### config.mk
export PLATFORM = sky130hd
export DESIGN_NAME = encoder_period_speed_filter_unit
export DESIGN_NICKNAME = d
export VERILOG_FILES = /design/src/epsf_pkg.sv /design/src/epsf_dp.sv /design/src/epsf_ctrl.sv /design/src/encoder_period_speed_filter_unit.sv
export VERILOG_INCLUDE_DIRS = /design/src /design/src/src
export SDC_FILE = /design/constraint.sdc
export NUM_CORES = 2
export LEC_CHECK = 0
export ABC_AREA = 1
export BUFFER_PORTS_ARGS = -buffer_cell sky130_fd_sc_hd__buf_4
export CAP_MARGIN = 20
export CORE_MARGIN = 10
export CORE_UTILIZATION = 41
export DETAILED_ROUTE_END_ITERATION = 7
export PLACE_DENSITY = 0.6
export SETUP_SLACK_MARGIN = 0.15
export SLEW_MARGIN = 0
export SYNTH_ARGS = -nofsm -noshare
export SYNTH_HDL_FRONTEND = slang
export SYNTH_HIERARCHICAL = 1
export SYNTH_SLANG_ARGS = --single-unit
### constraint.sdc
create_clock -name clk -period 7.1 [get_ports clk]
set_input_delay 1.42 -clock clk [delete_from_list [all_inputs] [get_ports clk]]
set_output_delay 1.42 -clock clk [all_outputs]
set_load 0.1 [all_outputs]
### src/assert_macros.svh
// assertion macros used by the rtl top level
`ifndef ASSERT_MACROS_SVH
`define ASSERT_MACROS_SVH

// same-cycle implication, checked at every rising edge outside reset
`define ASSERT_IMPLIES(label, clk, rst, cond, prop) \
  label: assert property (@(posedge clk) disable iff (rst) (cond) |-> (prop)) \
    else $error("same-cycle implication failed");

// next-cycle implication, checked at every rising edge outside reset
`define ASSERT_NEXT(label, clk, rst, cond, prop) \
  label: assert property (@(posedge clk) disable iff (rst) (cond) |=> (prop)) \
    else $error("next-cycle implication failed");

// invariant that holds at every rising edge outside reset
`define ASSERT_ALWAYS(label, clk, rst, prop) \
  label: assert property (@(posedge clk) disable iff (rst) (prop)) \
    else $error("invariant failed");

`endif

### src/epsf_pkg.sv
// shared constants, types and codes of the encoder period speed filter
package epsf_pkg;

  localparam int PERIOD_BITS   = 16;
  localparam int FRACTION_BITS = 8;

  localparam int IN_PERIOD_W = 16;
  localparam int NUM_W       = 20;
  localparam int DB_W        = 16;
  localparam int GAIN_W      = 15;
  localparam int GAIN_SHIFT  = 15;
  localparam int SPEED_W     = 32;
  localparam int CFG_IDX_W   = 2;
  localparam int CFG_DATA_W  = 20;

  localparam int DIV_CNT_W = $clog2(NUM_W);
  localparam int QS_W      = NUM_W + FRACTION_BITS;
  localparam int SUM_W     = SPEED_W + 1;
  localparam int PROD_A_W  = GAIN_W + 1 + SUM_W;
  localparam int PROD_B_W  = GAIN_W + 1 + SPEED_W;
  localparam int ACC_W     = PROD_A_W + 1;

  localparam logic [NUM_W-1:0]  NUMERATOR_RESET     = NUM_W'(120000);
  localparam logic [DB_W-1:0]   DEAD_BAND_RESET     = DB_W'(40);
  localparam logic [GAIN_W-1:0] INPUT_GAIN_RESET    = GAIN_W'(4912);
  localparam logic [GAIN_W-1:0] FEEDBACK_GAIN_RESET = GAIN_W'(22944);

  localparam logic signed [SPEED_W-1:0] SPEED_MAX = {1'b0, {(SPEED_W-1){1'b1}}};
  localparam logic signed [SPEED_W-1:0] SPEED_MIN = {1'b1, {(SPEED_W-1){1'b0}}};
  localparam logic signed [ACC_W-1:0]   ROUND_BIAS = ACC_W'(1) << (GAIN_SHIFT - 1);

  typedef enum logic [1:0] {
    OP_CAPTURE = 2'd0,
    OP_TIMEOUT = 2'd1,
    OP_SAMPLE  = 2'd2
  } epsf_op_t;

  typedef enum logic [CFG_IDX_W-1:0] {
    REG_NUMERATOR     = 2'd0,
    REG_DEAD_BAND     = 2'd1,
    REG_INPUT_GAIN    = 2'd2,
    REG_FEEDBACK_GAIN = 2'd3
  } epsf_reg_t;

  typedef enum logic [3:0] {
    S_IDLE,
    S_DIV,
    S_RAW,
    S_SUM,
    S_MULA,
    S_MULB,
    S_ADD,
    S_FIN,
    S_OUT
  } epsf_state_t;

  typedef struct packed {
    logic capture;
    logic timeout;
    logic load_div;
    logic div_step;
    logic raw;
    logic sum;
    logic mul_a;
    logic mul_b;
    logic add;
    logic fin;
    logic load_out;
  } epsf_cmd_t;

endpackage

### src/epsf_dp.sv
// datapath: config registers, period store, divider, filter arithmetic, output register
module epsf_dp (
  input  logic                                 clk,
  input  logic                                 rst,
  input  epsf_pkg::epsf_cmd_t                  cmd,
  input  logic [epsf_pkg::IN_PERIOD_W-1:0]     period,
  input  logic                                 direction,
  input  logic                                 cfg_we,
  input  logic [epsf_pkg::CFG_IDX_W-1:0]       cfg_index,
  input  logic [epsf_pkg::CFG_DATA_W-1:0]      cfg_data,
  output logic signed [epsf_pkg::SPEED_W-1:0]  speed
);
  import epsf_pkg::*;

  logic [NUM_W-1:0]  speed_numerator;
  logic [DB_W-1:0]   dead_band;
  logic [GAIN_W-1:0] input_gain;
  logic [GAIN_W-1:0] feedback_gain;

  logic [PERIOD_BITS-1:0] period_mag;
  logic                   period_neg;

  logic signed [SPEED_W-1:0] prev_raw;
  logic signed [SPEED_W-1:0] prev_filt;

  logic [PERIOD_BITS-1:0]     rem;
  logic [NUM_W-1:0]           quo;
  logic signed [SPEED_W-1:0]  raw_q;
  logic                       raw_zero;
  logic signed [SUM_W-1:0]    sum;
  logic signed [PROD_A_W-1:0] prod_a;
  logic signed [PROD_B_W-1:0] prod_b;
  logic signed [ACC_W-1:0]    acc;
  logic signed [SPEED_W-1:0]  filt;

  logic [PERIOD_BITS:0]       shifted;
  logic                       fits;
  logic [QS_W-1:0]            qs;
  logic [SPEED_W:0]           qs_ext;
  logic signed [SPEED_W-1:0]  raw_next;
  logic signed [ACC_W-1:0]    acc_next;
  logic signed [ACC_W-1:0]    acc_sh;
  logic signed [SPEED_W-1:0]  filt_next;
  logic signed [SPEED_W:0]    filt_ext;
  logic signed [SPEED_W:0]    filt_mag;
  logic signed [SPEED_W:0]    db_lim;
  logic                       below_band;

  // restoring division, one quotient bit per step
  assign shifted = {rem, quo[NUM_W-1]};
  assign fits    = shifted >= {1'b0, period_mag};

  // quotient to fixed point with saturation, then sign
  always_comb begin
    qs     = QS_W'(quo) << FRACTION_BITS;
    qs_ext = (SPEED_W+1)'(qs);
    if (!period_neg) begin
      raw_next = (qs_ext > (SPEED_W+1)'(SPEED_MAX)) ? SPEED_MAX : qs_ext[SPEED_W-1:0];
    end else if (qs_ext > (SPEED_W+1)'(1) << (SPEED_W-1)) begin
      raw_next = SPEED_MIN;
    end else begin
      raw_next = SPEED_W'(-qs_ext[SPEED_W-1:0]);
    end
  end

  // rounding, floor scale and saturation of the filter sum
  always_comb begin
    acc_next = ACC_W'(prod_a) + ACC_W'(prod_b) + ROUND_BIAS;
    acc_sh   = acc >>> GAIN_SHIFT;
    if (acc_sh > ACC_W'(SPEED_MAX)) begin
      filt_next = SPEED_MAX;
    end else if (acc_sh < ACC_W'(SPEED_MIN)) begin
      filt_next = SPEED_MIN;
    end else begin
      filt_next = acc_sh[SPEED_W-1:0];
    end
  end

  // deadband on the magnitude
  always_comb begin
    filt_ext   = (SPEED_W+1)'(filt);
    filt_mag   = (filt_ext < 0) ? -filt_ext : filt_ext;
    db_lim     = $signed((SPEED_W+1)'(dead_band) << FRACTION_BITS);
    below_band = filt_mag < db_lim;
  end

  always_ff @(posedge clk) begin
    if (rst) begin
      speed_numerator <= NUMERATOR_RESET;
      dead_band       <= DEAD_BAND_RESET;
      input_gain      <= INPUT_GAIN_RESET;
      feedback_gain   <= FEEDBACK_GAIN_RESET;
    end else if (cfg_we) begin
      case (cfg_index)
        REG_NUMERATOR:     speed_numerator <= cfg_data[NUM_W-1:0];
        REG_DEAD_BAND:     dead_band       <= cfg_data[DB_W-1:0];
        REG_INPUT_GAIN:    input_gain      <= cfg_data[GAIN_W-1:0];
        REG_FEEDBACK_GAIN: feedback_gain   <= cfg_data[GAIN_W-1:0];
        default: ;
      endcase
    end
  end

  always_ff @(posedge clk) begin
    if (rst) begin
      period_mag <= '0;
      period_neg <= 1'b0;
      prev_raw   <= '0;
      prev_filt  <= '0;
    end else begin
      if (cmd.capture) begin
        period_mag <= PERIOD_BITS'(period);
        period_neg <= !direction;
      end else if (cmd.timeout) begin
        period_mag <= '0;
        period_neg <= 1'b0;
      end
      if (cmd.fin) begin
        prev_raw  <= raw_zero ? '0 : raw_q;
        prev_filt <= raw_zero ? '0 : filt_next;
      end
    end
  end

  always_ff @(posedge clk) begin
    if (cmd.load_div) begin
      rem <= '0;
      quo <= speed_numerator;
    end else if (cmd.div_step) begin
      rem <= fits ? PERIOD_BITS'(shifted - {1'b0, period_mag}) : shifted[PERIOD_BITS-1:0];
      quo <= {quo[NUM_W-2:0], fits};
    end
    if (cmd.raw) begin
      raw_q    <= raw_next;
      raw_zero <= (period_mag == '0) || (quo == '0);
    end
    if (cmd.sum) begin
      sum <= SUM_W'(raw_q) + SUM_W'(prev_raw);
    end
    if (cmd.mul_a) begin
      prod_a <= PROD_A_W'($signed({1'b0, input_gain})) * PROD_A_W'(sum);
    end
    if (cmd.mul_b) begin
      prod_b <= PROD_B_W'($signed({1'b0, feedback_gain})) * PROD_B_W'(prev_filt);
    end
    if (cmd.add) begin
      acc <= acc_next;
    end
    if (cmd.fin) begin
      filt <= raw_zero ? '0 : filt_next;
    end
    if (cmd.load_out) begin
      speed <= below_band ? '0 : filt;
    end
  end

endmodule

### src/epsf_ctrl.sv
// controller: sequencing state machine, divider step count and output valid
module epsf_ctrl (
  input  logic                 clk,
  input  logic                 rst,
  input  logic                 in_valid,
  input  logic [1:0]           opcode,
  output logic                 in_stall,
  output logic                 out_valid,
  input  logic                 out_stall,
  output epsf_pkg::epsf_cmd_t  cmd
);
  import epsf_pkg::*;

  epsf_state_t          state;
  epsf_state_t          state_next;
  logic [DIV_CNT_W-1:0] count;
  logic                 out_free;
  logic                 div_last;

  assign out_free = !out_valid || !out_stall;
  assign div_last = count == DIV_CNT_W'(NUM_W - 1);

  always_comb begin
    state_next = state;
    case (state)
      S_IDLE: begin
        if (in_valid && opcode == OP_SAMPLE) state_next = S_DIV;
      end
      S_DIV: begin
        if (div_last) state_next = S_RAW;
      end
      S_RAW:  state_next = S_SUM;
      S_SUM:  state_next = S_MULA;
      S_MULA: state_next = S_MULB;
      S_MULB: state_next = S_ADD;
      S_ADD:  state_next = S_FIN;
      S_FIN:  state_next = S_OUT;
      S_OUT: begin
        if (out_free) state_next = S_IDLE;
      end
      default: state_next = S_IDLE;
    endcase
  end

  always_comb begin
    cmd      = '0;
    in_stall = state != S_IDLE;
    case (state)
      S_IDLE: begin
        if (in_valid) begin
          case (opcode)
            OP_CAPTURE: cmd.capture  = 1'b1;
            OP_TIMEOUT: cmd.timeout  = 1'b1;
            OP_SAMPLE:  cmd.load_div = 1'b1;
            default: ;
          endcase
        end
      end
      S_DIV:  cmd.div_step = 1'b1;
      S_RAW:  cmd.raw      = 1'b1;
      S_SUM:  cmd.sum      = 1'b1;
      S_MULA: cmd.mul_a    = 1'b1;
      S_MULB: cmd.mul_b    = 1'b1;
      S_ADD:  cmd.add      = 1'b1;
      S_FIN:  cmd.fin      = 1'b1;
      S_OUT:  cmd.load_out = out_free;
      default: ;
    endcase
  end

  always_ff @(posedge clk) begin
    if (rst) begin
      state     <= S_IDLE;
      count     <= '0;
      out_valid <= 1'b0;
    end else begin
      state <= state_next;
      if (cmd.load_div) begin
        count <= '0;
      end else if (cmd.div_step) begin
        count <= count + DIV_CNT_W'(1);
      end
      if (cmd.load_out) begin
        out_valid <= 1'b1;
      end else if (!out_stall) begin
        out_valid <= 1'b0;
      end
    end
  end

endmodule

### src/encoder_period_speed_filter_unit.sv
// top level of the encoder period to filtered speed unit
// usage:
//   input channel (in_valid / in_stall) carries opcode, period and direction.
//   a capture item stores the period signed by direction, a timeout item clears
//   it; both act while idle and give no result. an unused opcode is dropped.
//   a sample item divides speed_numerator by the stored period, low-pass filters
//   the raw speed in q.8 and gives one speed item on the output channel.
//   a sample item runs through the 20-step restoring divider and then seven
//   single-multiply filter steps; the next item is taken only after the result
//   is loaded, so one sample is worked on at a time. a result waiting in the
//   output register does not block capture, timeout or the next sample's
//   arithmetic; only the final load waits while out_stall holds a previous
//   speed item in place. config port: cfg_we writes cfg_data to register
//   cfg_index; the user must write only while idle, the block itself does not
//   enforce it. reset (rst, synchronous) restores register defaults, clears the
//   period and both filter states, and empties the output register.
`include "assert_macros.svh"

module encoder_period_speed_filter_unit (
  input  logic                                 clk,
  input  logic                                 rst,
  // input item channel
  input  logic                                 in_valid,
  output logic                                 in_stall,
  input  logic [1:0]                           opcode,
  input  logic [epsf_pkg::IN_PERIOD_W-1:0]     period,
  input  logic                                 direction,
  // result item channel
  output logic                                 out_valid,
  input  logic                                 out_stall,
  output logic signed [epsf_pkg::SPEED_W-1:0]  speed,
  // configuration write port
  input  logic                                 cfg_we,
  input  logic [epsf_pkg::CFG_IDX_W-1:0]       cfg_index,
  input  logic [epsf_pkg::CFG_DATA_W-1:0]      cfg_data
);
  import epsf_pkg::*;

  // one command strobe per datapath step
  epsf_cmd_t cmd;

  // sequencing: idle accept, divide, filter steps, output load
  epsf_ctrl u_ctrl (
    .clk       (clk),
    .rst       (rst),
    .in_valid  (in_valid),
    .opcode    (opcode),
    .in_stall  (in_stall),
    .out_valid (out_valid),
    .out_stall (out_stall),
    .cmd       (cmd)
  );

  // arithmetic, config registers, period store, filter state and speed register
  epsf_dp u_dp (
    .clk       (clk),
    .rst       (rst),
    .cmd       (cmd),
    .period    (period),
    .direction (direction),
    .cfg_we    (cfg_we),
    .cfg_index (cfg_index),
    .cfg_data  (cfg_data),
    .speed     (speed)
  );

  // the controller never issues two steps at once
  `ASSERT_ALWAYS(a_cmd_onehot, clk, rst, $onehot0(cmd))
  // a sample item holds off the input channel while it is worked on
  `ASSERT_NEXT(a_sample_busy, clk, rst, in_valid && !in_stall && opcode == OP_SAMPLE, in_stall)
  // a result never overwrites one that is still stalled
  `ASSERT_IMPLIES(a_no_overwrite, clk, rst, cmd.load_out, !out_valid || !out_stall)
  // a loaded result is presented in the next cycle
  `ASSERT_NEXT(a_load_shows, clk, rst, cmd.load_out, out_valid)

endmodule
; ---- After elaboration in Yosys (flattened, before gate mapping)
; Index checks and enable logic that the tools add are counted.
; W data, S select, Z words.
[op_classes]
eq_ne = 18
n_addsub = 7
magnitude_cmp = 5
multipliers = 2
n_reduce_logical = 20
mux = 32
[ops]
columns = op, count
row1 = $mux W32, 4
row2 = $add A49 B48 Y50, 1
row3 = $add A50 B16 Y50 const B, 1
row4 = $mul A16 B33 Y49, 1
row5 = $mul A16 B32 Y48, 1
row6 = $mux W16, 3
row7 = $mux W20, 2
row8 = $pmux W4 S9, 1
row9 = $gt A35 B32 Y1 const B, 1
row10 = $lt A35 B32 Y1 const B, 1
row11 = $add A32 B32 Y33, 1
row12 = $lt A33 B25 Y1, 1
row13 = $mux W33, 1
row14 = $neg A32 Y33, 1
row15 = $lt A32 B1 Y1 const B, 1
row16 = $neg A28 Y32, 1
row17 = $mux W28, 1
row18 = $logic_not A20 Y1, 1
row19 = $ge A17 B16 Y1, 1
row20 = $eq A4 B3 Y1 const B, 4
row21 = $logic_not A16 Y1, 1
row22 = $sub A16 B16 Y16, 1
row23 = $mux W1, 15
row24 = $mux W4, 3
row25 = 19 further kinds, 35
[word_totals]
elab_cells = 106
output_inout_bits = 34
ff_bits = 470

; ---- Depth between registers and ports, before layout
[logic_depth]
word_depth = 6
ltp_mapped = 27

; ---- Hierarchy
; The synthesis kept the hierarchy.
[by_module_without_submodules]
columns = module, instances, area_each_um2, cells_each
row1 = epsf_dp, 1, 52608.0, 6465
row2 = epsf_ctrl, 1, 600.6, 88

; ---- Worst setup path after synthesis
; OpenSTA, ideal clock, no wires.
[synth_path]
path_kind = flip-flop to flip-flop
startpoint = reg u_dp.input_gain[2]
endpoint = reg u_dp.prod_a[47], data pin
path_stages_with_launch = 20
arrival_time_ps = 5851
required_time_ps = 6841
path_buffers = 2
synth_period_minus_slack_ps = 6110
slack_ps = 990
path_cell_list = dfxtp_1 clkbuf_1 clkbuf_1 nand2_1 fa_1 inv_1 fa_1 fa_1 fa_1 fa_1 inv_1 fa_1 inv_1 ha_1 a21oi_1 a21boi_0 o221ai_1 a21oi_1 nand3_1 xor2_1
[synth_between]
elab_chain_cells = 1
[synth_lines]
columns = item, line_no
row1 = "start, declared", epsf_dp.sv:17  ; logic [GAIN_W-1:0] input_gain;
row2 = "start signal, assigned", epsf_dp.sv:97  ; REG_INPUT_GAIN: input_gain <= cfg_data[GAIN_W-1:0];
row3 = $mul A16 B33 Y49, epsf_dp.sv:141  ; prod_a <= PROD_A_W'($signed({1'b0, input_gain})) * PROD_A_W'(sum);
row4 = "end signal, assigned", epsf_dp.sv:141
row5 = "end, declared", epsf_dp.sv:31  ; logic signed [PROD_A_W-1:0] prod_a;
; No other way between the ends.
; A chain may end at the register's enable or synchronous reset.

; ---- Worst setup path in the final report
[layout_path]
startpoint = reg u_dp.sum[32]
endpoint = reg u_dp.prod_a[48], data pin
[layout_between]
elab_chain_cells = 1
[layout_lines]
columns = item, line_no
row1 = "start, declared", epsf_dp.sv:30  ; logic signed [SUM_W-1:0] sum;
row2 = "start signal, assigned", epsf_dp.sv:138  ; sum <= SUM_W'(raw_q) + SUM_W'(prev_raw);
row3 = $mul A16 B33 Y49, epsf_dp.sv:141
; No other way between the ends.

==> results.toml <==
[hold_path]
min_path_cells = 2
hold_end = "u_dp/feedback_gain[14]"
min-delay-start = "u_dp/feedback_gain[14]"
holdCritPathClass = "flip-flop to flip-flop"

[setup_path]
crit_required_ps = 7460
reg2reg_slack_ps = 620
rr_endpoint = "u_dp/prod_a[48]"
end_kind = "flip-flop"
arrival_ps = 6840
r2r_cells = 20
critPathLaunchType = "flip-flop"
worstSetupPathType = "flip-flop to flip-flop"
cp_max_fo = 15
rr_startpoint = "u_dp/sum[32]"

[timing]
tns_ps = 0
slew_viol_final = 0
clock-skew-final_ps = 42.32
setup_viol = 0
max-slew-margin-rel_pct = 28.27
worstMarginPinSlew_ps = 1076
min_period_ps = 6485
post-route-period-util_pct = 91.33
clock.fmax_ghz = 0.1542
rsz0062_at_grt = "no"
hold_viol = 0

[routing]
firstDrtPassIters = 8
drcViolationCount = 2
wl_um = 151500
wl_per_cell_um = 18.18
drt_iter0_drc = 2896
routed_via_density = 4.975
final_antenna_net_count = 0
vias = 41450

[logic_synthesis]
ys.flop_type = "edfxtp_1"
synth_nets = 7764
synthSimpleGateAreaFrac_pct = 16.65
yosysWarnings = 6
yosysSeqAreaShare_pct = 20.32
postSynth.asyncResetShare_pct = 0
synth_top_family_by_area = "adder cells"
syn_area_um2 = 53210
synth_compound_area_share_pct = 7.673
synthXorXnorAreaFrac_pct = 2.979
synth_enable_flop_cells = 250
muxShareOfSynthArea_pct = 0
synth_seq_cells = 415
ys_types = 57
syn_avg_cell_area_um2 = 8.120
synthAdderAreaFrac_pct = 38.94
synth_cells = 6553

[grt]
grt_overflow = 0
grt_max_degree = 91
grt_pass1_vias = 43123
track_usage_pct = 20.94
grt_pass1_wl_um = 242200
busiest_layer = "met2"
antenna_found_initial = 5
grt_use_met1_pct = 28.00
grt_util_met3_pct = 2.869
grtUsageMet2_pct = 35.72

[clocking]
clock_sinks = 415
path_clk_slew_ps = 60
postCtsSetupRepairBufs = 0
clockRootBuffer = "clkbuf_16"
cts_tree = "built"
numCtsBuffers = 48
clk_latency_ps = 640
cts_resized = 0
holdBufCountCts = 0
cts_max_level = 2
clockBufferDepth = 3

[cells_and_area]
final_common_cell = "inv_1"
layout_common_cells = "inv_1, nand2_1, fa_1"
finalInstanceArea_um2 = 57570
n_antenna_cell = 0
layout.nets = 7762
area_growth_pct = 8.190
drive_above_1_share_pct = 5.205

[placed_design]
place_area_um2 = 55830
portBuffers = 79
hpwl_um = 125300
gp_congestion = 0.9463

[floorplan]
coreArea_um2 = 129200
start_util_pct = 41.20
rows = 132
die_x_um = 380.2
dieArea_um2 = 144600
die_h_um = 380.2
ios = 80

[job]
drv_cap = 0

[status]
violations = "design-rule violations"
outcome = "finished, violations left"

[power_and_ir_drop]
power_leakage_nw = 30.32
vdd_drop_max_uv = 269.1
powerDensity_nw_per_um2 = 213.1
[worst max-delay path by stage]
stage / from / to / depth (start not counted)
after floorplan: u_dp/input_gain[2] / u_dp/prod_a[47] / 19
after global placement: u_dp/sum[32] / u_dp/prod_a[48] / 20
after detailed placement: u_dp/sum[32] / u_dp/prod_a[48] / 20
after CTS: u_dp/sum[32] / u_dp/prod_a[48] / 20
after global routing: u_dp/sum[32] / u_dp/prod_a[47] / 18
final: u_dp/sum[32] / u_dp/prod_a[48] / 20
[layout make-up]
cell class                 instances  area, um^2
multi-input combinational       4257       35300
tap                             1742        2180
sequential                       415       10810
clock inverter                    31       432.9
fill                           12936       71590
timing repair buffer             177        1366
inverter                        1652        6201
clock buffer                      58        1279
[cell usage after synthesis, types with 5 or more instances]
library cell  instances  area [um^2]
o21ai_1               7        35.03
nor2_2               11        68.82
nor2_1              351         1318
a211oi_1              8        60.06
nor3_1               35        175.2
inv_1              1649         6190
o21ai_0             240         1201
and3_1                6        37.54
o21a_1               14        105.1
a21oi_2              30        262.8
nand3_1             182        910.9
a21o_1               25        187.7
clkbuf_1            216        810.8
xnor2_1              47        411.6
a21boi_0             11        82.58
nand2_1            1520         5705
a31oi_1              32        200.2
xor2_1              134         1174
nor2_4                6        67.56
fa_1                818        16380
a21oi_1             300         1501
nand3b_1             18        135.1
edfxtp_1            250         7507
nand2_2               5        31.28
o21bai_1             28        210.2
nor4_1               15        93.84
nand4_1              23        143.9
ha_1                347         4342
o211ai_1              5        37.54
dfxtp_1             165         3303
[power by group]
part           internal (W)  switching (W)  total, W
Clock               0.00157        0.00113   0.00270
Combinational       0.00231        0.00427   0.00657
Sequential          0.00290      0.0000950   0.00300
Total               0.00677        0.00549    0.0123
[worst max-delay path, cell delays in order, from the launching register on]
cell and delay, ps:
edfxtp_1 610, nand2_1 190, fa_1 700, inv_1 140
fa_1 940, fa_1 530, fa_1 470, fa_1 540
inv_1 60, fa_1 520, inv_1 50, ha_1 350
inv_1 100, o21bai_1 90, a31oi_1 260, o21ai_0 130
a21oi_1 130, nand2_1 130, nand2_1 90, nand2_1 60
xor2_1 140
[state kept, by name (all words and copies together) (netlist names), 25 cells and up]
name,flops
u_dp/prod_b,40
u_dp/acc,35
u_dp/prev_filt,32
u_dp/prod_a,41
u_dp/sum,25
u_dp/filt,32
u_dp/speed,32
[logic make-up after synthesis]
group                      after synthesis
adders and majority gates             1165
and+or+nand+nor                       2191
xor gates and xnor gates               181
DFF                                    415
AOI/OAI and AO/OA                      720
buffers and inverters                 1881
[per-stage QoR]
stage                     utilization [%]  power (W)  worst slack (ps)  hold WS [ps]  instances
after floorplan                         -   0.007769             990.1         428.7       6553
after global placement              43.22   0.009659             637.5         443.0       8240
after detailed placement            43.23   0.009614             587.8         450.5       8242
after CTS                           44.56    0.01236             591.1         462.2       8331
after global routing                44.57    0.01337             183.5         485.0       8332
final                               44.57    0.01227             615.4         458.1       8332
[per-layer routing]
layer	wire, um	share of wire [%]
met2	72420	48
met1	65570	43
met4	3913	2.6
met5	0	0
met3	9554	6.3
(Power assumes the default switching activity.)
